**src/sha256d_pkg.sv**
```systemverilog
package sha256d_pkg;

  typedef enum logic [2:0] {
    ST_IDLE,
    ST_ROUND,
    ST_ADD,
    ST_FINISH,
    ST_OUT
  } back_state_t;

  // one queued word, bytes already split off
  typedef struct packed {
    logic [31:0] data;
    logic [2:0]  nbytes;
    logic        last;
    logic        cmp;
  } word_beat_t;

  localparam logic [255:0] SHA_IV = {
    32'h6a09e667, 32'hbb67ae85, 32'h3c6ef372, 32'ha54ff53a,
    32'h510e527f, 32'h9b05688c, 32'h1f83d9ab, 32'h5be0cd19
  };

  function automatic logic [31:0] sha_k(input logic [5:0] i);
    logic [31:0] k;
    unique case (i)
      6'd0: k = 32'h428a2f98; 6'd1: k = 32'h71374491; 6'd2: k = 32'hb5c0fbcf;
      6'd3: k = 32'he9b5dba5; 6'd4: k = 32'h3956c25b; 6'd5: k = 32'h59f111f1;
      6'd6: k = 32'h923f82a4; 6'd7: k = 32'hab1c5ed5; 6'd8: k = 32'hd807aa98;
      6'd9: k = 32'h12835b01; 6'd10: k = 32'h243185be; 6'd11: k = 32'h550c7dc3;
      6'd12: k = 32'h72be5d74; 6'd13: k = 32'h80deb1fe; 6'd14: k = 32'h9bdc06a7;
      6'd15: k = 32'hc19bf174; 6'd16: k = 32'he49b69c1; 6'd17: k = 32'hefbe4786;
      6'd18: k = 32'h0fc19dc6; 6'd19: k = 32'h240ca1cc; 6'd20: k = 32'h2de92c6f;
      6'd21: k = 32'h4a7484aa; 6'd22: k = 32'h5cb0a9dc; 6'd23: k = 32'h76f988da;
      6'd24: k = 32'h983e5152; 6'd25: k = 32'ha831c66d; 6'd26: k = 32'hb00327c8;
      6'd27: k = 32'hbf597fc7; 6'd28: k = 32'hc6e00bf3; 6'd29: k = 32'hd5a79147;
      6'd30: k = 32'h06ca6351; 6'd31: k = 32'h14292967; 6'd32: k = 32'h27b70a85;
      6'd33: k = 32'h2e1b2138; 6'd34: k = 32'h4d2c6dfc; 6'd35: k = 32'h53380d13;
      6'd36: k = 32'h650a7354; 6'd37: k = 32'h766a0abb; 6'd38: k = 32'h81c2c92e;
      6'd39: k = 32'h92722c85; 6'd40: k = 32'ha2bfe8a1; 6'd41: k = 32'ha81a664b;
      6'd42: k = 32'hc24b8b70; 6'd43: k = 32'hc76c51a3; 6'd44: k = 32'hd192e819;
      6'd45: k = 32'hd6990624; 6'd46: k = 32'hf40e3585; 6'd47: k = 32'h106aa070;
      6'd48: k = 32'h19a4c116; 6'd49: k = 32'h1e376c08; 6'd50: k = 32'h2748774c;
      6'd51: k = 32'h34b0bcb5; 6'd52: k = 32'h391c0cb3; 6'd53: k = 32'h4ed8aa4a;
      6'd54: k = 32'h5b9cca4f; 6'd55: k = 32'h682e6ff3; 6'd56: k = 32'h748f82ee;
      6'd57: k = 32'h78a5636f; 6'd58: k = 32'h84c87814; 6'd59: k = 32'h8cc70208;
      6'd60: k = 32'h90befffa; 6'd61: k = 32'ha4506ceb; 6'd62: k = 32'hbef9a3f7;
      default: k = 32'hc67178f2;
    endcase
    return k;
  endfunction

  function automatic logic [31:0] rotr(input logic [31:0] x, input int n);
    return (x >> n) | (x << (32 - n));
  endfunction

endpackage

```
**src/sha256d_core.sv**
```systemverilog
// Back part: packs bytes into the block, pads, runs both compressions with one
// round per cycle, compares against the target and holds the result beat.
module sha256d_core (
  input  logic                    clk,
  input  logic                    rst,
  input  logic                    in_valid,
  output logic                    in_ready,
  input  sha256d_pkg::word_beat_t in_data,
  input  logic [255:0]            target,
  output logic                    out_valid,
  input  logic                    out_ready,
  output logic [255:0]            out_digest,
  output logic                    out_below
);
  import sha256d_pkg::*;

  back_state_t state, state_next;

  logic [255:0] chain;
  logic [31:0]  blk [16];
  logic [31:0]  w [16];
  logic [63:0]  nbytes;      // message byte count
  logic [63:0]  bitlen;
  logic [2:0]   take;        // bytes still to absorb from held word
  logic [31:0]  hold;
  logic         hold_last, hold_cmp, padding, second, have_word;
  logic         final_pass;  // second compression running
  logic [1:0]   pad_phase;   // 0: 0x80, 1: zeros, 2: length
  logic [2:0]   len_idx;
  logic [5:0]   rnd;
  logic [31:0]  a, b, c, d, e, f, g, h;
  logic [31:0]  t1, t2, wn, s0, s1;
  logic [7:0]   byte_in;
  logic [5:0]   pos;
  logic [255:0] h2;
  logic         below;

  assign pos = nbytes[5:0];

  always_comb begin
    s0 = rotr(w[1], 7) ^ rotr(w[1], 18) ^ (w[1] >> 3);
    s1 = rotr(w[14], 17) ^ rotr(w[14], 19) ^ (w[14] >> 10);
    wn = w[0] + s0 + w[9] + s1;
    t1 = h + (rotr(e, 6) ^ rotr(e, 11) ^ rotr(e, 25)) + ((e & f) ^ (~e & g))
         + sha_k(rnd) + w[0];
    t2 = (rotr(a, 2) ^ rotr(a, 13) ^ rotr(a, 22)) + ((a & b) ^ (a & c) ^ (b & c));
  end

  // byte to absorb this cycle in ST_IDLE
  always_comb begin
    byte_in = 8'h00;
    if (have_word) begin
      byte_in = hold[31:24];
    end else if (padding) begin
      unique case (pad_phase)
        2'd0: byte_in = 8'h80;
        2'd2: byte_in = bitlen[63 - 8*len_idx -: 8];
        default: byte_in = 8'h00;
      endcase
    end
  end

  logic absorbing;
  assign absorbing = (state == ST_IDLE) && (have_word || padding);
  assign in_ready = (state == ST_IDLE) && !have_word && !padding;

  always_comb begin
    state_next = state;
    unique case (state)
      ST_IDLE:   if (absorbing && pos == 6'd63) state_next = ST_ROUND;
      ST_ROUND:  if (rnd == 6'd63) state_next = ST_ADD;
      ST_ADD: begin
        priority if (second) state_next = ST_ROUND;
        else if (final_pass) state_next = ST_FINISH;
        else state_next = ST_IDLE;
      end
      ST_FINISH: state_next = ST_OUT;
      ST_OUT:    if (out_ready) state_next = ST_IDLE;
      default:   state_next = ST_IDLE;
    endcase
  end

  assign out_valid = state == ST_OUT;

  always_comb begin
    for (int i = 0; i < 8; i++) begin
      h2[255 - 32*i -: 32] = SHA_IV[255 - 32*i -: 32];
    end
    h2 = {chain[255:224] + a, chain[223:192] + b, chain[191:160] + c,
          chain[159:128] + d, chain[127:96] + e, chain[95:64] + f,
          chain[63:32] + g, chain[31:0] + h};
  end

  always_ff @(posedge clk) begin
    if (rst) state <= ST_IDLE;
    else state <= state_next;
  end

  always_ff @(posedge clk) begin
    if (rst) begin
      chain <= SHA_IV;
      nbytes <= '0;
      have_word <= 1'b0;
      padding <= 1'b0;
      second <= 1'b0;
      final_pass <= 1'b0;
      rnd <= '0;
    end else begin
      unique case (state)
        ST_IDLE: begin
          if (in_valid && in_ready) begin
            hold <= in_data.data;
            take <= (in_data.nbytes > 3'd4) ? 3'd4 : in_data.nbytes;
            hold_last <= in_data.last;
            hold_cmp <= in_data.cmp;
            have_word <= (in_data.nbytes != 3'd0);
            if (in_data.nbytes == 3'd0 && in_data.last) begin
              padding <= 1'b1;
              pad_phase <= 2'd0;
              bitlen <= {nbytes[60:0], 3'b000};
            end
          end
          if (absorbing) begin
            blk[pos[5:2]][31 - 8*pos[1:0] -: 8] <= byte_in;
            nbytes <= nbytes + 64'd1;
            if (have_word) begin
              hold <= {hold[23:0], 8'h00};
              take <= take - 3'd1;
              if (take == 3'd1) begin
                have_word <= 1'b0;
                if (hold_last) begin
                  padding <= 1'b1;
                  pad_phase <= 2'd0;
                  bitlen <= {nbytes[60:0] + 61'd1, 3'b000};
                end
              end
            end else begin
              unique case (pad_phase)
                2'd0, 2'd1: begin
                  if (pos == 6'd55) begin
                    pad_phase <= 2'd2;
                    len_idx <= '0;
                  end else begin
                    pad_phase <= 2'd1;
                  end
                end
                default: begin
                  len_idx <= len_idx + 3'd1;
                  if (len_idx == 3'd7) begin
                    padding <= 1'b0;
                    second <= 1'b1;
                  end
                end
              endcase
            end
            if (pos == 6'd63) begin
              for (int i = 0; i < 15; i++) w[i] <= blk[i];
              w[15] <= {blk[15][31:8], byte_in};
              {a, b, c, d, e, f, g, h} <= chain;
              rnd <= '0;
            end
          end
        end
        ST_ROUND: begin
          {a, b, c, d, e, f, g, h} <= {t1 + t2, a, b, c, d + t1, e, f, g};
          for (int i = 0; i < 15; i++) w[i] <= w[i + 1];
          w[15] <= wn;
          rnd <= rnd + 6'd1;
        end
        ST_ADD: begin
          priority if (second) begin
            // second hash: digest, pad and length in one block
            chain <= SHA_IV;
            for (int i = 0; i < 8; i++) w[i] <= h2[255 - 32*i -: 32];
            w[8] <= 32'h80000000;
            for (int i = 9; i < 15; i++) w[i] <= '0;
            w[15] <= 32'd256;
            {a, b, c, d, e, f, g, h} <= SHA_IV;
            rnd <= '0;
            second <= 1'b0;
            final_pass <= 1'b1;
            nbytes <= '0;
          end else if (final_pass) begin
            // h2 already holds the final digest, picked up in ST_FINISH
            final_pass <= 1'b0;
          end else begin
            chain <= h2;
          end
        end
        ST_FINISH: begin
          out_digest <= h2;
          out_below <= hold_cmp && below;
          chain <= SHA_IV;
        end
        default: ;
      endcase
    end
  end

  // digest byte 0 sits in the top bits, same as the target
  assign below = h2 < target;
endmodule

```
**config.mk**
```make
export PLATFORM = sky130hd
export DESIGN_NAME = sha256d_core
export DESIGN_NICKNAME = d
export VERILOG_FILES = /design/src/sha256d_pkg.sv /design/src/sha256d_core.sv
export SDC_FILE = /design/constraint.sdc
export NUM_CORES = 2
export LEC_CHECK = 0
export BUFFER_PORTS_ARGS = -buffer_cell sky130_fd_sc_hd__buf_4
export CAP_MARGIN = 20
export CELL_PAD_IN_SITES_DETAIL_PLACEMENT = 1
export CELL_PAD_IN_SITES_GLOBAL_PLACEMENT = 2
export CORE_AREA = 2 2 527 529
export CTS_BUF_LIST = sky130_fd_sc_hd__clkbuf_8
export DETAILED_ROUTE_END_ITERATION = 8
export DIE_AREA = 0 0 529 531
export GPL_TIMING_DRIVEN = 1
export PLACE_DENSITY_LB_ADDON = 0.12
export SLEW_MARGIN = 40
export SYNTH_ARGS = -nofsm -noshare
export SYNTH_HDL_FRONTEND = slang
export SYNTH_SLANG_ARGS = --single-unit
```
**constraint.sdc**
```tcl
create_clock -name clk -period 17 [get_ports clk]
set_input_delay 2.55 -clock clk [delete_from_list [all_inputs] [get_ports clk]]
set_output_delay 2.55 -clock clk [all_outputs]
set_load 0.02 [all_outputs]
```
## Word level (Yosys, flattened, before mapping)

Memory sizes are Yosys's and may differ from the RTL's. A register that Yosys moved wholly into a read port is not among the register bits.
Cells that the tools add are included.

- Add/subtract/negate cells: 26
- Magnitude comparators: 2
- Eq/ne operators: 22
- Shifts and indexed selects: 3
- Mux-type cells: 141
- Bitwise operators: 61
- Reductions and logical operators: 28

Operators by type and width:

| kind | number |
|---|---|
| $mux 32 | 60 |
| $pmux 32 s3 | 8 |
| $add 32x32->32 | 18 |
| $mux 256 | 2 |
| $mux 64 | 8 |
| $pmux 256 s2 | 1 |
| $xor 32x32->32 | 9 |
| $lt 256x256->1 | 1 |
| $and 32x32->32 | 5 |
| $pmux 64 s2 | 1 |
| $shiftx 71x33->8 | 1 |
| $add 64x1->64 const B | 1 |
| $add 61x1->61 const B | 1 |
| $shift 8x34->39 const A | 1 |
| $shiftx 8x34->39 | 1 |
| $neg 32->34 | 1 |
| $not 32->32 | 1 |
| $or 1x1->1 | 32 |
| $or 10x32->32 | 1 |
| $or 13x32->32 | 1 |
| $or 14x32->32 | 1 |
| $or 15x32->32 | 1 |
| $or 19x32->32 | 1 |
| $or 21x32->32 | 1 |
| other kinds (43) | 125 |

- Register bits after elaboration: 952
- Bits in writable memories: 1024
- Bits in read-only memories: 2048
- Input bits: 297
- Output and inout port bits: 259
- Logic and storage cells: 311
- Memories: 3

Memory list:

| memory | words | width | rd ports | clocked after memory_dff | wr ports | RTL line | text |
|---|---|---|---|---|---|---|---|
| (name not given) | 64 | 32 | 1 | 1 | 0 | sha256d_pkg.sv:26 | `unique case (i)` |
| blk | 16 | 32 | 16 | 0 | 1 | sha256d_core.sv:20 | `logic [31:0] blk [16];` |
| w | 16 | 32 | 16 | 0 | 16 | sha256d_core.sv:21 | `logic [31:0] w [16];` |

## Longest topological paths before layout

- Word-level depth: 9
- Depth in mapped cells: 33
- Gate-level depth less buffers: 32

## Worst setup path after synthesis

No wires, ideal clock.

- Path type: input port to flip-flop
- Start point: input port rst
- End point: register out_below (enable)
- Setup time: 0.880 ns
- Arrival time: 14.036 ns
- Required time: 16.120 ns
- Setup slack: 2.084 ns
- Stages: 5
- Path buffers: 4
- Cell sequence: buf_1 > clkbuf_1 > clkbuf_1 > buf_1 > nor2_1

- Word-level cells in the longest chain between the ends: 2

RTL lines:

| what | RTL line | text |
|---|---|---|
| from (decl) | sha256d_core.sv:5 | `input logic rst,` |
| $not 1->1 (no source line) | n/a |  |
| $reduce_and 2->1 (no source line) | n/a |  |
| to (signal assigned) | sha256d_core.sv:192 | `out_below <= hold_cmp && below;` |
| to (decl) | sha256d_core.sv:13 | `output logic out_below` |

No other way between the ends.
A chain may end at the register's enable or synchronous reset.

## Worst setup path after layout

- Start point: register e[26]
- End point: register a[31] (data pin)

- Word-level cells in the longest chain between the ends: 9
- Elaborated cells between the ends (all ways): 15
- Those cells by class: add/sub: 5; mux: 1; bitwise: 9

RTL lines:

| what | RTL line | text |
|---|---|---|
| from (decl) | sha256d_core.sv:31 | `logic [31:0] a, b, c, d, e, f, g, h;` |
| from (signal assigned) | sha256d_core.sv:159 | `{a, b, c, d, e, f, g, h} <= chain;` |
| from (signal assigned) | sha256d_core.sv:165 | `{a, b, c, d, e, f, g, h} <= {t1 + t2, a, b, c, d + t1, e, f, g};` |
| $or 21x32->32 or $or 26x32->32 (tied branches) | sha256d_pkg.sv:54 | `return (x >> n) \| (x << (32 - n));` |
| $xor 32x32->32 (2 in a row) | sha256d_core.sv:44 | `t1 = h + (rotr(e, 6) ^ rotr(e, 11) ^ rotr(e, 25)) + ((e & f) ^ (~e & g))` |
| $add 32x32->32 | sha256d_core.sv:44 |  |
| $add 32x32->32 (*) | sha256d_core.sv:44 |  |
| $add 32x32->32 (*) (2 in a row) | sha256d_core.sv:45 | `+ sha_k(rnd) + w[0];` |
| $add 32x32->32 (*) | sha256d_core.sv:165 |  |
| $pmux 32 s3 (*) | sha256d_core.sv:109 | `unique case (state)` |
| to (signal assigned) | sha256d_core.sv:159 |  |
| to (signal assigned) | sha256d_core.sv:165 |  |
| to (decl) | sha256d_core.sv:31 |  |

Every way passes the cells marked *; elsewhere a longest branch is shown, timed or not.

==> results.sh <==
export IMPL_status="completed"
export IMPL_crit_start="e[26]"
export IMPL_cts_max_path_buffers=4
export IMPL_timing_fmax_mhz=109.1
export IMPL_synth_ff_type="edfxtp_1"
export IMPL_io_buffers=555
export IMPL_ys_types=99
export IMPL_initial_utilization_pct=39.83
export IMPL_syn_instance_count=10240
export IMPL_critPathKind="reg2reg"
export IMPL_cp_slowest_cell="edfxtp_1"
export IMPL_path_buf_inv=2
export IMPL_syn2layout_area_growth_pct=16.20
export IMPL_vdd_drop_max_v=0.0001898
export IMPL_die_area_mm2=0.2809
export IMPL_insertion_delay_ns=1.12
export IMPL_synth_seq_cells=1997
export IMPL_syn_nets=11390
export IMPL_hold_viol=0
export IMPL_yosysMostFrequentCell="edfxtp_1"
export IMPL_gp_congestion=0.9691
export IMPL_fp_dieW_um=529
export IMPL_clkTransAtPathRegs_ns=0.07
export IMPL_yosys_area_top_type="edfxtp_1"
export IMPL_num_rows=193
export IMPL_cts_setup_buffers=0
export IMPL_leakagePower_nw=50.76
export IMPL_nets=12080
export IMPL_cpMostUsedCell="fa_1"
export IMPL_post_place_ws_ns=7.903
export IMPL_fin_hold_ws_ns=0.4556
export IMPL_arrival_ns=10.10
export IMPL_design_area_mm2=0.1274
export IMPL_worstHoldStart="blk[9][4]"
export IMPL_slew_violations=0
export IMPL_core_mm2=0.2753
export IMPL_grt_pass1_wl_um=727700
export IMPL_regToRegStartpoint="e[26]"
export IMPL_final_setup_viol_count=0
export IMPL_grt_max_degree=167
export IMPL_fin_crit_sh_pct=53.91
export IMPL_critical_path_top_delay_family="compound AO/OA/AOI/OAI gates"
export IMPL_power_density_mw_per_mm2=144.6
export IMPL_final_util_pct=46.27
export IMPL_finClkSkew_ns=0.1082
export IMPL_synth_edff_count=1571
export IMPL_cts_sinks=1997
export IMPL_grt_setup_unrepaired="false"
export IMPL_dpl_instance_area_mm2=0.1195
export IMPL_ctsHoldBuffers=0
export IMPL_route_detailed_drc=0
export IMPL_cap_violations=0
export IMPL_dp_hpwl_um=397100
export IMPL_wl_um=531800
export IMPL_syn_cell_area_mm2=0.1096
export IMPL_ctsResizeCount=0
export IMPL_tightest_slew_ns=1.079
export IMPL_netlist_area_leader_share_pct=43.03
export IMPL_gr_total_overflow=0
export IMPL_cpPeakStageDelay_ns=0.83
export IMPL_ys_warn_count=0
export IMPL_antenna_found_initial=64
export IMPL_fin_crit_ns=9.165
export IMPL_cts_buffers=364
export IMPL_io_pins=556
export IMPL_fin_cells=14920
export IMPL_slew_headroom_pct=28.10
export IMPL_layout_drive_gt1_share_pct=14.50
export IMPL_setup_slack_ns=7.835
export IMPL_dr_pass1_iters=9
export IMPL_syn_avg_cell_area_um2=10.70
export IMPL_setup_tns_final_ns=0
export IMPL_vias=91630
export IMPL_drtAntennaViolNets=0
export IMPL_cts_tree="built"
export IMPL_synth_common_cells="edfxtp_1, nand2_1, a21oi_1, ha_1, nor2_1"
export IMPL_dp_cells=14170
export IMPL_first_iter_violations=10300
export IMPL_routed_via_density=6.143
export IMPL_synthTopCellsByArea="edfxtp_1, dfxtp_1, ha_1"
export IMPL_crit_path_end_kind="flop"
export IMPL_synth_async_reset_ratio_pct=0
export IMPL_ctsHtreeMaxLevel=5
export IMPL_root_buffer="clkbuf_8"
export IMPL_crit_required_ns=17.93
export IMPL_startpoint_type="flop"
export IMPL_die_h_um=531
export IMPL_grt_pass1_vias=91610
export IMPL_hold_class="reg2reg"
export IMPL_wire_per_inst_um=35.65
export IMPL_report_power_total_mw=18.42
export IMPL_grt_total_usage_pct=36.93
export IMPL_critPathMaxFanout=6
export IMPL_yosysSeqAreaShare_pct=50.81
## layer usage
metal  wire length [um]  vias up  GRT usage, %
met5                215        -             0
met4              31170       32         19.53
met3              45250      981         8.168
met2             238500     4218         57.19
met1             216600    47180         48.26
li1                   -    39210             -
## logic make-up (layout without fill, tap and decap cells)
logic type	after synthesis	in the layout	share of synthesized area, %
buf+inv	1159	2167	4.006
fa+ha+maj	877	877	11.28
flops	1997	1997	50.81
xor+xnor	577	577	4.659
compound gates	2816	2816	17.49
mux	75	75	0.9016
simple gates	2743	2743	10.86
other cells	0	57	0
## registers in the layout (all words and copies together) (netlist names), 3 cells and up, named ones only
register	flops
hold	32
chain	256
f	32
b	32
h	32
g	32
take	3
out_digest	256
d	32
w	512
len_idx	3
blk	504
e	32
a	32
c	32
state	3
nbytes	61
bitlen	64
rnd	6
## cells in the final DEF, fill, tap and decap left out, types with 377 or more instances in the layout
cell type and instances:
inv_1 720, nand2_1 1302, dfxtp_1 426, ha_1 651, o21ai_0 377, xnor2_1 416
buf_4 832, a21oi_1 653, edfxtp_1 1571, nor2_1 574, clkbuf_8 407
## where the power goes
part | total (mW) | internal, mW | switching [mW]
combinational | 7.68 | 2.81 | 4.87
sequential | 5.94 | 5.60 | 0.340
clock | 4.80 | 2.50 | 2.30
total | 18.4 | 10.9 | 7.52
## worst reg2reg max path: cells and delay by family (launching register included)
kind	cells	cell delay [ns]
flip-flops	1	0.83
AO/OA/AOI/OAI	13	3.39
AND/OR/NAND/NOR	3	0.43
adder cells (fa/ha/maj)	7	2.95
XOR/XNOR	4	1.34
buffers and inverters	2	0.12
## area by class of cell
cell class                 count  area [um2]
antenna                       57       142.6
clock buffer                 407        5602
clock inverter               274        1812
fill                       29860      147900
inverter                     612        2331
multi-input combinational   7088       50300
sequential                  1997       55700
tap                         3607        4513
timing repair buffer         874        6985
## final timing paths
check / end / slack, ns / cells past startpoint
hold reg to reg: w[1][36] / 0.46 / 2
hold / removal: w[1][36] / 0.46 / 2
setup reg to reg: a[31] / 7.83 / 29
setup / recovery: a[31] / 7.83 / 29
Power figures use the tool's default switching activity.
