### src/sha256d_pkg.sv
package sha256d_pkg;

  typedef enum logic [2:0] {
    ST_IDLE,
    ST_ROUND,
    ST_ADD,
    ST_FINISH,
    ST_OUT
  } back_state_t;

  // one queued word, bytes already split off
  typedef struct packed {
    logic [31:0] data;
    logic [2:0]  nbytes;
    logic        last;
    logic        cmp;
  } word_beat_t;

  localparam logic [255:0] SHA_IV = {
    32'h6a09e667, 32'hbb67ae85, 32'h3c6ef372, 32'ha54ff53a,
    32'h510e527f, 32'h9b05688c, 32'h1f83d9ab, 32'h5be0cd19
  };

  function automatic logic [31:0] sha_k(input logic [5:0] i);
    logic [31:0] k;
    unique case (i)
      6'd0: k = 32'h428a2f98; 6'd1: k = 32'h71374491; 6'd2: k = 32'hb5c0fbcf;
      6'd3: k = 32'he9b5dba5; 6'd4: k = 32'h3956c25b; 6'd5: k = 32'h59f111f1;
      6'd6: k = 32'h923f82a4; 6'd7: k = 32'hab1c5ed5; 6'd8: k = 32'hd807aa98;
      6'd9: k = 32'h12835b01; 6'd10: k = 32'h243185be; 6'd11: k = 32'h550c7dc3;
      6'd12: k = 32'h72be5d74; 6'd13: k = 32'h80deb1fe; 6'd14: k = 32'h9bdc06a7;
      6'd15: k = 32'hc19bf174; 6'd16: k = 32'he49b69c1; 6'd17: k = 32'hefbe4786;
      6'd18: k = 32'h0fc19dc6; 6'd19: k = 32'h240ca1cc; 6'd20: k = 32'h2de92c6f;
      6'd21: k = 32'h4a7484aa; 6'd22: k = 32'h5cb0a9dc; 6'd23: k = 32'h76f988da;
      6'd24: k = 32'h983e5152; 6'd25: k = 32'ha831c66d; 6'd26: k = 32'hb00327c8;
      6'd27: k = 32'hbf597fc7; 6'd28: k = 32'hc6e00bf3; 6'd29: k = 32'hd5a79147;
      6'd30: k = 32'h06ca6351; 6'd31: k = 32'h14292967; 6'd32: k = 32'h27b70a85;
      6'd33: k = 32'h2e1b2138; 6'd34: k = 32'h4d2c6dfc; 6'd35: k = 32'h53380d13;
      6'd36: k = 32'h650a7354; 6'd37: k = 32'h766a0abb; 6'd38: k = 32'h81c2c92e;
      6'd39: k = 32'h92722c85; 6'd40: k = 32'ha2bfe8a1; 6'd41: k = 32'ha81a664b;
      6'd42: k = 32'hc24b8b70; 6'd43: k = 32'hc76c51a3; 6'd44: k = 32'hd192e819;
      6'd45: k = 32'hd6990624; 6'd46: k = 32'hf40e3585; 6'd47: k = 32'h106aa070;
      6'd48: k = 32'h19a4c116; 6'd49: k = 32'h1e376c08; 6'd50: k = 32'h2748774c;
      6'd51: k = 32'h34b0bcb5; 6'd52: k = 32'h391c0cb3; 6'd53: k = 32'h4ed8aa4a;
      6'd54: k = 32'h5b9cca4f; 6'd55: k = 32'h682e6ff3; 6'd56: k = 32'h748f82ee;
      6'd57: k = 32'h78a5636f; 6'd58: k = 32'h84c87814; 6'd59: k = 32'h8cc70208;
      6'd60: k = 32'h90befffa; 6'd61: k = 32'ha4506ceb; 6'd62: k = 32'hbef9a3f7;
      default: k = 32'hc67178f2;
    endcase
    return k;
  endfunction

  function automatic logic [31:0] rotr(input logic [31:0] x, input int n);
    return (x >> n) | (x << (32 - n));
  endfunction

endpackage

### src/sha256d_queue.sv
module sha256d_queue #(
  parameter int DEPTH = 4
) (
  input  logic                    clk,
  input  logic                    rst,
  input  logic                    wr_valid,
  output logic                    wr_ready,
  input  sha256d_pkg::word_beat_t wr_data,
  output logic                    rd_valid,
  input  logic                    rd_ready,
  output sha256d_pkg::word_beat_t rd_data
);
  import sha256d_pkg::*;

  localparam int AW = $clog2(DEPTH);

  word_beat_t       mem [DEPTH];
  logic [AW-1:0]    wptr, rptr;
  logic [AW:0]      count;
  logic             push, pop;

  assign wr_ready = count != (AW+1)'(DEPTH);
  assign rd_valid = count != '0;
  assign rd_data  = mem[rptr];
  assign push = wr_valid && wr_ready;
  assign pop  = rd_valid && rd_ready;

  always_ff @(posedge clk) begin
    if (push) mem[wptr] <= wr_data;
  end

  always_ff @(posedge clk) begin
    if (rst) begin
      wptr <= '0;
      rptr <= '0;
      count <= '0;
    end else begin
      if (push) wptr <= (wptr == AW'(DEPTH - 1)) ? '0 : wptr + 1'b1;
      if (pop) rptr <= (rptr == AW'(DEPTH - 1)) ? '0 : rptr + 1'b1;
      count <= count + (AW+1)'(push) - (AW+1)'(pop);
    end
  end
endmodule

### config.mk
export PLATFORM = sky130hd
export DESIGN_NAME = sha256d_queue
export DESIGN_NICKNAME = d
export VERILOG_FILES = /design/src/sha256d_pkg.sv /design/src/sha256d_queue.sv
export SDC_FILE = /design/constraint.sdc
export NUM_CORES = 1
export LEC_CHECK = 0
export ABC_CLOCK_PERIOD_IN_PS = 5150
export BUFFER_PORTS_ARGS = -buffer_cell sky130_fd_sc_hd__buf_2
export CORE_ASPECT_RATIO = 0.6
export CORE_MARGIN = 8
export CORE_UTILIZATION = 60
export DETAILED_ROUTE_END_ITERATION = 16
export PLACE_DENSITY = 0.91
export SETUP_SLACK_MARGIN = 0.05
export SLEW_MARGIN = 25
export SYNTH_ARGS = -nofsm -noshare
export SYNTH_HDL_FRONTEND = slang
export SYNTH_SLANG_ARGS = --single-unit
### constraint.sdc
create_clock -name clk -period 5.15 [get_ports clk]
set_input_delay 1.2875 -clock clk [delete_from_list [all_inputs] [get_ports clk]]
set_output_delay 1.2875 -clock clk [all_outputs]
set_load 0.02 [all_outputs]
======== Word-level counts from Yosys, hierarchy flattened ========
Memory sizes are Yosys's and may differ from the RTL's. A register that Yosys moved wholly into a read port is not among the register bits.
Cells that the tools add are included.
storage, ports and cells
  register bits ........................... 7
  bits in writable memories ............... 148
  memories ................................ 1
operators by class
  add/sub/neg operators ................... 4
  eq/ne operators ......................... 3
  muxes and demuxes ....................... 6
  reduce and logical (&&, ||, !) cells .... 3
memories
  name  depth  width  read ports  clocked after memory_dff  wr ports  RTL line             source
  mem   4      37     1           1                         1         sha256d_queue.sv:17  word_beat_t mem [DEPTH];
operators by type and width
  kind                   count
  $mux W2                4
  $add A2 B1 Y2 const B  2
  $eq A2 B2 Y1 const B   2
  $add A3 B1 Y3          1
  $ne A3 B3 Y1 const B   1
  $reduce_bool A3 Y1     1
  $sub A3 B1 Y3          1
  $logic_and A1 B1 Y1    2
  $mux W1                2

======== Logic depth before layout (Yosys ltp) ========
Gate-level depths: netlist of run 1.
  depth in word-level cells ............... 4
  depth in mapped cells ................... 11

======== Least setup slack after synthesis of run 1 ========
Ideal clock, no wire load.
  kind .................................... input to register
  start ................................... in rd_ready
  end ..................................... reg count[2]
  setup time .............................. 0.078 ns
  arrival time ............................ 2.751 ns
  required time ........................... 5.072 ns
  slack ................................... 2.321 ns
  stages .................................. 10
  path buffers ............................ 0
  cell sequence ........................... o31ai_1 -> inv_1 -> ha_1 -> inv_1 -> ha_1 -> inv_1 -> fa_1 -> xor2_1 -> and2_2 -> nor3_1
between the ends
  word-level cells in the longest chain between the ends .. 2
RTL lines
  what                  RTL line             source
  from (decl)           sha256d_queue.sv:10  input logic rd_ready,
  $logic_and A1 B1 Y1   sha256d_queue.sv:26  assign pop = rd_valid && rd_ready;
  $sub A3 B1 Y3         sha256d_queue.sv:40  count <= count + (AW+1)'(push) - (AW+1)'(pop);
  to (signal assigned)  sha256d_queue.sv:40
  to (decl)             sha256d_queue.sv:19  logic [AW:0] count;
No other way between the ends.
A chain may end at the register's enable or synchronous reset.

==> reports/results.txt, run 1 <==
Count of buffers from port buffering: 79. For this run, design rule violations remaining after detail routing come to 0. Traced cell by cell, the critical path runs through buf_4 -> mux4_2 -> buf_2. The detail route stage leaves a number of antenna-violating nets equal to 0. The sequential share of the synthesized area is 0.795, and the global-route wire length before repair is 15600 microns.

Power spread over the standard cell area amounts to 531 nW/um^2. The number of clock buffers added by TritonCTS is 17. The area growth from synthesis to layout is 18.7%. Summing internal, switching and leakage power gives 3.67 mW. The tools report the global placer's final weighted congestion as 0.708.

The count of different cell masters after synthesis came out at 27. The routed layout has 2677 vias. The region available for standard cell placement spans 9290 sq um. The number of antenna diodes in the final layout is 0.

Number of cells produced by synthesis: 242. The share of synthesized flip-flops with an asynchronous set or reset was 0. For this run, the number of Yosys warnings is 0. The worst setup path is of the flip-flop to output pin kind. Timing analysis after detailed placement gives a worst setup slack of 1.80 ns. The run gives 2.38 nW as the static leakage power. For the number of global-route vias before repair, the log shows 2962.

Once the clock tree was built, the resizer swapped 0 gates to a different size. Power share of the combinational group: 0.213. The fraction of layout cells with a size suffix above 1 is 0.448. Setup repair after global routing left no endpoint under its margin.

After clock tree synthesis, the clock-pin slew on the worst setup and hold paths is 0.06 ns. The cell area after synthesis came out at 5820 sq um. The aggregate negative setup slack was 0 ns; the worst-case hold slack was 0.509 ns. Number of ports placed on the die boundary: 80. The worst setup path is captured at an output pin. The mean routed wirelength per cell was 21.5 microns. The first-pass iteration count of the detailed router came out at 4. The synthesized design contains 157 register bits. The switching power as a share of total power was 0.274; the sum of routed wire length over all layers was 10200 microns. In this design, the stage delay of the slowest critical-path cell is 0.77 ns. The analysis attributes to net switching a power of 1.00 mW. No sink is reached through more buffers than the 2 on the longest clock path.

The tools report the starting utilization of the core area as 0.626. The tools report the max-slew violation count as 0. For the worst setup skew after layout, the log shows 0.00698 ns. For the row count, the log shows 27. Post-CTS timing repair inserted 0 buffers for setup. Among all stages on the critical path, the largest delay is contributed by sky130_fd_sc_hd__dfxtp_2. The total overflow reported by the global router was 0. Derived from the worst setup path, the maximum achievable clock frequency is 269 MHz. After the first detailed-routing iteration, the DRC count stood at 186. The logs give 0.163 for the global-route usage over all layers and 13200 sq um for the area of the die. For this design, the CTS-stage hold fixing added 0 buffers. The library cell used most frequently in the layout, excluding fill and tap cells, is sky130_fd_sc_hd__edfxtp_1.

A synthesized cell averages 24.0 sq um. In the layout the commonest cells are sky130_fd_sc_hd__edfxtp_1, sky130_fd_sc_hd__buf_2, sky130_fd_sc_hd__mux4_2. Worst slew slack as a fraction of its limit: 0.343.

Max-cap violations in this run came to 0. The portion of total power attributed to the clock network came out at 0.334. IR analysis of the VDD net gives a maximum drop of 0.000317 V.

Entering global routing, the biggest net connects 38 pins. The arrival time reported for the critical path endpoint was 2.43 ns. At the worst endpoint, the required time is 3.86 ns. The filler cells instantiated in the layout total 513. Along the worst path, the maximum fanout reaches 20. The worst path needs 3.72 ns of the cycle, external delays included. The number of flops mapped to enable cells by yosys was 148; the least setup slack across all paths after layout was 1.43 ns. The run gives 0 as the total setup violations reported at the end of the flow. The tightest min-delay check is of the flip-flop to flip-flop type.

The number of nets in the synthesized netlist is 291. Sorting the synthesized cells by area gives the leading types as sky130_fd_sc_hd__edfxtp_1, sky130_fd_sc_hd__mux4_2, sky130_fd_sc_hd__dfxtp_1, sky130_fd_sc_hd__ha_1, sky130_fd_sc_hd__and3_2. The clock sink count came out at 157.

The flow ran to the end, and the final reports show no timing, DRC or antenna violations. The biggest area contributor in the post-synthesis netlist is sky130_fd_sc_hd__edfxtp_1. The initial antenna violation count is 2. After legalization and detailed placement, the total HPWL measured 6120 microns. The share of the clock period used by the worst path is 0.722, and the internal power is 2.66 mW. TritonCTS built the clock tree. The part of the total power dissipated in sequential elements was 0.454. CTS placed an instance of sky130_fd_sc_hd__clkbuf_16 at the clock tree root.

The total number of H-tree levels is 4, and the total count of hold-check failures in the final report is 0. For the pin with the worst max-slew slack, the measured transition is 0.985 ns. In the final design database the tool counted 380 nets. After routing the design area is 6910 sq um. Dividing the detail-routed via count by the number of cells gives 5.65. The worst setup path is launched from a flip-flop.

In this run the vertical extent of the chip is 92.3 microns. The placed instances occupy a cell area of 6320 sq um. The clock network latency to the later pin of the worst-skew pair was 0.41 ns. The die width works out to 143 microns.

In the synthesized netlist the dominant register cell turns out to be sky130_fd_sc_hd__edfxtp_1. The proportion of netlist area held by the largest area contributor came out at 0.764.
==> sequential cells by signal (all words and copies together) (netlist names), named ones only <==
register and cells:
wptr 2, rptr 2, mem 148, count 3
==> critical path: cells and delay by family, from the launching register on <==
kind | cells | cell delay, ns
muxes | 1 | 0.59
DFF | 1 | 0.77
buffers and inverters | 2 | 0.65
==> routing by layer <==
metal | track usage | vias up | wire, microns
li1 | - | 1199 | -
met1 | 0.212 | 1370 | 4600
met2 | 0.247 | 90 | 4750
met3 | 0.0678 | 14 | 727
met4 | 0.0475 | 4 | 77
met5 | 0 | - | 22
==> cells in the mapped netlist (3+ instances only) <==
library cell	instances
sky130_fd_sc_hd__and3_2	4
sky130_fd_sc_hd__nor2_1	3
sky130_fd_sc_hd__edfxtp_1	148
sky130_fd_sc_hd__buf_4	4
sky130_fd_sc_hd__mux4_2	37
sky130_fd_sc_hd__inv_1	5
sky130_fd_sc_hd__buf_2	3
sky130_fd_sc_hd__ha_1	7
sky130_fd_sc_hd__dfxtp_1	9
==> layout make-up <==
class	instances	area, sq um	area share
Clock inverter	12	146	0.0212
Timing Repair Buffer	80	403	0.0583
Sequential cell	157	4630	0.670
Inverter	5	18.8	0.00272
Clock buffer	20	437	0.0632
Multi-Input combinational cell	70	1110	0.161
Tap cell	130	163	0.0236
==> path summary, 6_finish.rpt <==
kind              cells after the start  startpoint  slack [ns]           to
setup / recovery                      3   flip-flop        1.43  rd_data[28]
hold / removal                        2     rptr[0]        0.51    flip-flop
setup reg to reg                     10    count[1]        2.71     count[2]
hold reg to reg                       2     rptr[0]        0.51    flip-flop
==> through the flow <==
stage / std cells / util
3_5_place_dp: 442 / 0.681
2_1_floorplan: 242 / -
3_3_place_gp: 442 / 0.681
4_1_cts: 474 / 0.743
5_1_grt: 474 / 0.743
6_report: 474 / 0.743
==> cells by family (layout without fill, tap and decap cells) <==
family	after synthesis	count (layout)	share of synthesized area
AO/OA/AOI/OAI	4	4	0.00516
XOR/XNOR	1	1	0.00151
adder cells (fa/ha/maj)	8	8	0.0185
buffers and inverters	15	117	0.0142
flip-flops	157	157	0.795
multiplexers	39	39	0.147
AND/OR/NAND/NOR	18	18	0.0191
==> power by group through the flow <==
stage	Sequential, mW	Clock, mW	Combinational, mW
floorplan	1.62	0	0.605
global route	1.68	1.30	0.837
CTS	1.67	1.24	0.797
global placement	1.68	0	0.774
finish	1.66	1.22	0.779
detailed placement	1.69	0	0.791
(Power assumes the default switching activity.)
==> run 2, diff against run 1 <==
Settings changed: ABC_AREA set to 1, ABC_CLOCK_PERIOD_IN_PS 5150 to 3700, CORE_UTILIZATION 60 to 57, PLACE_DENSITY 0.91 to 0.87.
Clock period 5.15 ns to 3.7 ns, I/O delays scaled along.
==> reports/results.txt, run 2 <==
Static timing analysis puts the maximum clock frequency at 331 MHz. The number of post-CTS setup repair buffers was 0 (unchanged). The clock network latency to the later pin of the worst-skew pair was 0.42 ns (about the same); the mean routed wirelength per cell was 19.1 microns (-11%). The vias after detailed routing is 3790 (+42%). The run gives 0 (unchanged) as the total count of hold-check failures in the final report. The fraction of synthesized cell area in xor and xnor cells works out to 0 (-0.00151). Number of flip-flops under the largest register name: 148 (unchanged).

The worst slew slack as a fraction of its limit was 0.484 (+0.141); the core box area was 10400 sq um (+12%). The area share of fa/ha/maj cells after synthesis came out at 0.0180 (-0.000522). The cts-stage hold buffer count was 0 (unchanged); the clock input transition at the sequential cells of the worst setup and hold paths was 0.06 ns (about the same). Average instance area after synthesis: 14.1 sq um (-42%).

The cell area after synthesis was 5990 sq um (+2.9%). The total setup violations reported at the end of the flow came out at 0 (unchanged). For the number of max-cap violations, the log shows 0 (unchanged). Most flop-heavy register: mem.

Worst hold-check path type: flip-flop to flip-flop. For the first-pass iteration count of the detailed router, the log shows 5 (+1). The register bit count reported by yosys works out to 157 (unchanged). The logs give 0 (unchanged) for the remaining routing DRC violations and 2 (unchanged) for the buffer depth of the longest clock path.

For the total overflow reported by the global router, the log shows 0 (unchanged). For the area of the die, the log shows 14100 sq um (+7.1%). The post-cts gate resize count is 0 (unchanged), and the clock sink count is 157 (unchanged). For this run, the leading register cell type out of synthesis is sky130_fd_sc_hd__edfxtp_1. The largest net degree at the start of global routing is 75 (+97%). Slew of the pin with the lowest slew margin: 0.773 ns (-0.212 ns). The sum of routed wire length over all layers is 12600 microns (+24%), and the number of design-rule violations left by the first detailed-router iteration is 323 (+74%). The worst reg-to-reg setup slack was 1.34 ns (-1.37 ns).

The run gives 475 (+63%) as the total nets after synthesis. Sorting the synthesized cells by how often they occur yields sky130_fd_sc_hd__edfxtp_1, sky130_fd_sc_hd__nor2_1, sky130_fd_sc_hd__o21ai_0, sky130_fd_sc_hd__o22ai_1, sky130_fd_sc_hd__o21ai_1. Starting utilization of the core area: 0.575 (-0.0513). The critical path required time came out at 2.77 ns (-1.09 ns).

Share of the clock period used by the worst path: 0.816. The endpoint of the most critical register-to-register path was count[2]. Launch instance of the worst register-to-register path: count[1].

The logs give 559 (+47%) for the total number of nets in the final design and 19600 microns (+25%) for the global-route wire length before repair. The largest voltage drop on the vdd net was 0.000662 V (+110%); the die outline height was 95.4 microns (+3.4%). Among all cell types in the netlist, the one instantiated most often is sky130_fd_sc_hd__edfxtp_1.

The termination of the worst setup path was rd_data[25]. The number of antenna repair diodes is 0 (unchanged). In the final layout, the registers with the most flip-flops are mem: 148 flops, count: 3 flops.

STA classifies the critical path endpoint as an output pin. For the arrival time reported for the critical path endpoint, the log shows 2.09 ns (-0.34 ns). TritonCTS built the clock tree. The highest net fanout along the worst path came out at 46 (+130%). Power per unit of standard cell area: 785 nW/um^2 (+48%).

The sequential share of the synthesized area was 0.772 (-0.0224). The critical path goes through inv_2 -> buf_4 -> nor2_1 -> o22ai_1 -> buf_2. The depth of the worst register-to-register path is 10 (unchanged). The delay contributed by the slowest stage of the critical path came out at 0.56 ns (-0.21 ns).

The tools report the worst setup skew after layout as 0.00589 ns (-0.00109 ns). The tools report the global placer's final weighted congestion as 0.820 (+16%). The slowest stage of the critical path belongs to the cell sky130_fd_sc_hd__inv_2. For the total number of H-tree levels, the log shows 4 (unchanged). The tools report the number of nets with antenna violations after detailed routing as 0 (unchanged). The multiplexer fraction of the synthesized cell area works out to 0 (-0.147).

The number of flops mapped to enable cells by yosys is 148 (unchanged). The library cells used most frequently in the layout, excluding fill and tap cells, are sky130_fd_sc_hd__edfxtp_1, sky130_fd_sc_hd__nor2_1, sky130_fd_sc_hd__buf_2. The final core area utilization came out at 0.683 (-0.0606). The post-synthesis compound-gate area fraction came out at 0.107 (+0.102). The run finished with clean final reports. Number of global-route vias before repair: 3832 (+29%). The static leakage power was 2.57 nW (+8.1%); the number of cells produced by synthesis was 426 (+76%). The number of ports placed on the die boundary came out at 80 (unchanged). Largest family of logic cells by synthesized area: compound AO/OA/AOI/OAI gates. The worst setup path is of the flip-flop to output pin kind.

The area growth from synthesis to layout was 18.7% (about the same); the aggregate negative setup slack was 0 ns (unchanged). The die width came out at 148 microns (+3.6%). Of all cell types, the one taking the most synthesized area is sky130_fd_sc_hd__edfxtp_1. The fraction of layout cells with a size suffix above 1 was 0.239 (-0.209). The proportion of netlist area held by the largest area contributor came out at 0.742 (-0.0216). The critical path startpoint category was a flip-flop. The initial antenna violation count is 0 (-2). The count of buffers from port buffering works out to 79 (unchanged). The post-synthesis simple-gate area fraction is 0.0648 (+0.0456).

The cell sitting at the root of the clock tree is a sky130_fd_sc_hd__clkbuf_16. Yosys attributes the largest share of cell area to sky130_fd_sc_hd__edfxtp_1, sky130_fd_sc_hd__nor2_1, sky130_fd_sc_hd__o21ai_0, sky130_fd_sc_hd__o22ai_1, sky130_fd_sc_hd__dfxtp_1. After layout, the minimum clock period comes to 3.02 ns. The max-slew violation count is 0 (unchanged), and the global-route usage over all layers is 0.184 (+0.0218). The clock buffer count from CTS was 17 (unchanged). Setup repair after global routing left no endpoint under its margin. The number of vias per cell is 5.73 (+1.4%), and the synthesis warning total is 0 (unchanged).

The row count was 29 (+7.4%). Leading cell type in the layout, fill and taps excluded: sky130_fd_sc_hd__edfxtp_1. The estimated wirelength of the detail-placed design came out at 7620 microns (+25%). The share of synthesized flip-flops with an asynchronous set or reset is 0 (unchanged), and the count of different cell masters after synthesis is 19 (-30%).
==> run 2: cell types whose count changed after synthesis, sizes merged, moves of 3 or more <==
| cell | delta |
|---|---|
| o21ai | +74 |
| mux4 | -37 |
| buf | +6 |
| nor2 | +83 |
| nand2 | +10 |
| or3 | -3 |
| o22ai | +37 |
| a21oi | +3 |
| clkbuf | +7 |
| and3 | -4 |
| inv | +13 |
| nand3 | +4 |
==> run 2: layout make-up <==
type / instances / area [sq um]
Inverter: 18 / 67.6
Tap cell: 139 / 174
Sequential cell: 157 / 4630
Clock buffer: 17 / 425
Clock inverter: 15 / 186
Fill cell: 700 / 3300
Multi-Input combinational cell: 228 / 1170
Timing Repair Buffer: 88 / 463
==> run 2: kinds of logic (layout without fill, tap and decap cells) <==
logic type      Yosys count  in the layout
simple gates            102            102
buf+inv                  41            138
compound gates          118            118
flops                   157            157
fa+ha+maj                 8              8
==> run 2: where the power goes <==
group | leakage (nW) | switching [mW] | internal (mW)
Clock | 0.289 | 0.716 | 1.07
Sequential | 1.43 | 0.0649 | 2.18
Combinational | 0.850 | 1.10 | 0.450
==> run 2: critical path: cells and delay by family (launching register included) <==
kind | cells | cell delay [ns]
flip-flops | 1 | 0.32
AND/OR/NAND/NOR | 1 | 0.06
AO/OA/AOI/OAI | 1 | 0.18
buffers and inverters | 3 | 1.10
==> run 2: stage by stage <==
stage / hold WS [ns] / std cells / total power [mW] / worst slack [ns] / cell area, sq um
after CTS: 0.546 / 662 / 5.61 / 0.653 / 7110
after global placement: 0.523 / 630 / 3.78 / 1.09 / 6500
after floorplan: 0.483 / 426 / 3.32 / 0.652 / 5990
after detailed placement: 0.537 / 630 / 3.83 / 1.04 / 6500
after global routing: 0.564 / 662 / 5.84 / 0.488 / 7110
final: 0.545 / 662 / 5.58 / 0.682 / 7110
==> run 2: worst min-delay path by stage <==
stage / slack [ns] / depth (start not counted) / end / startpoint
2_1_floorplan: 0.48 / 2 / flip-flop / rptr[1]
6_report: 0.54 / 2 / wptr[0] / wptr[0]
5_1_grt: 0.56 / 2 / rptr[1] / rptr[1]
3_3_place_gp: 0.52 / 2 / rptr[1] / rptr[1]
3_5_place_dp: 0.54 / 2 / rptr[1] / rptr[1]
4_1_cts: 0.55 / 2 / wptr[0] / wptr[0]
==> run 2: metal layers <==
metal | up-vias | GRT usage | part of all wire
li1 | 1744 | - | -
met1 | 1828 | 0.224 | 0.41
met2 | 207 | 0.304 | 0.47
met3 | 11 | 0.0706 | 0.11
met4 | 0 | 0.0608 | 0.010
met5 | - | 0 | 0
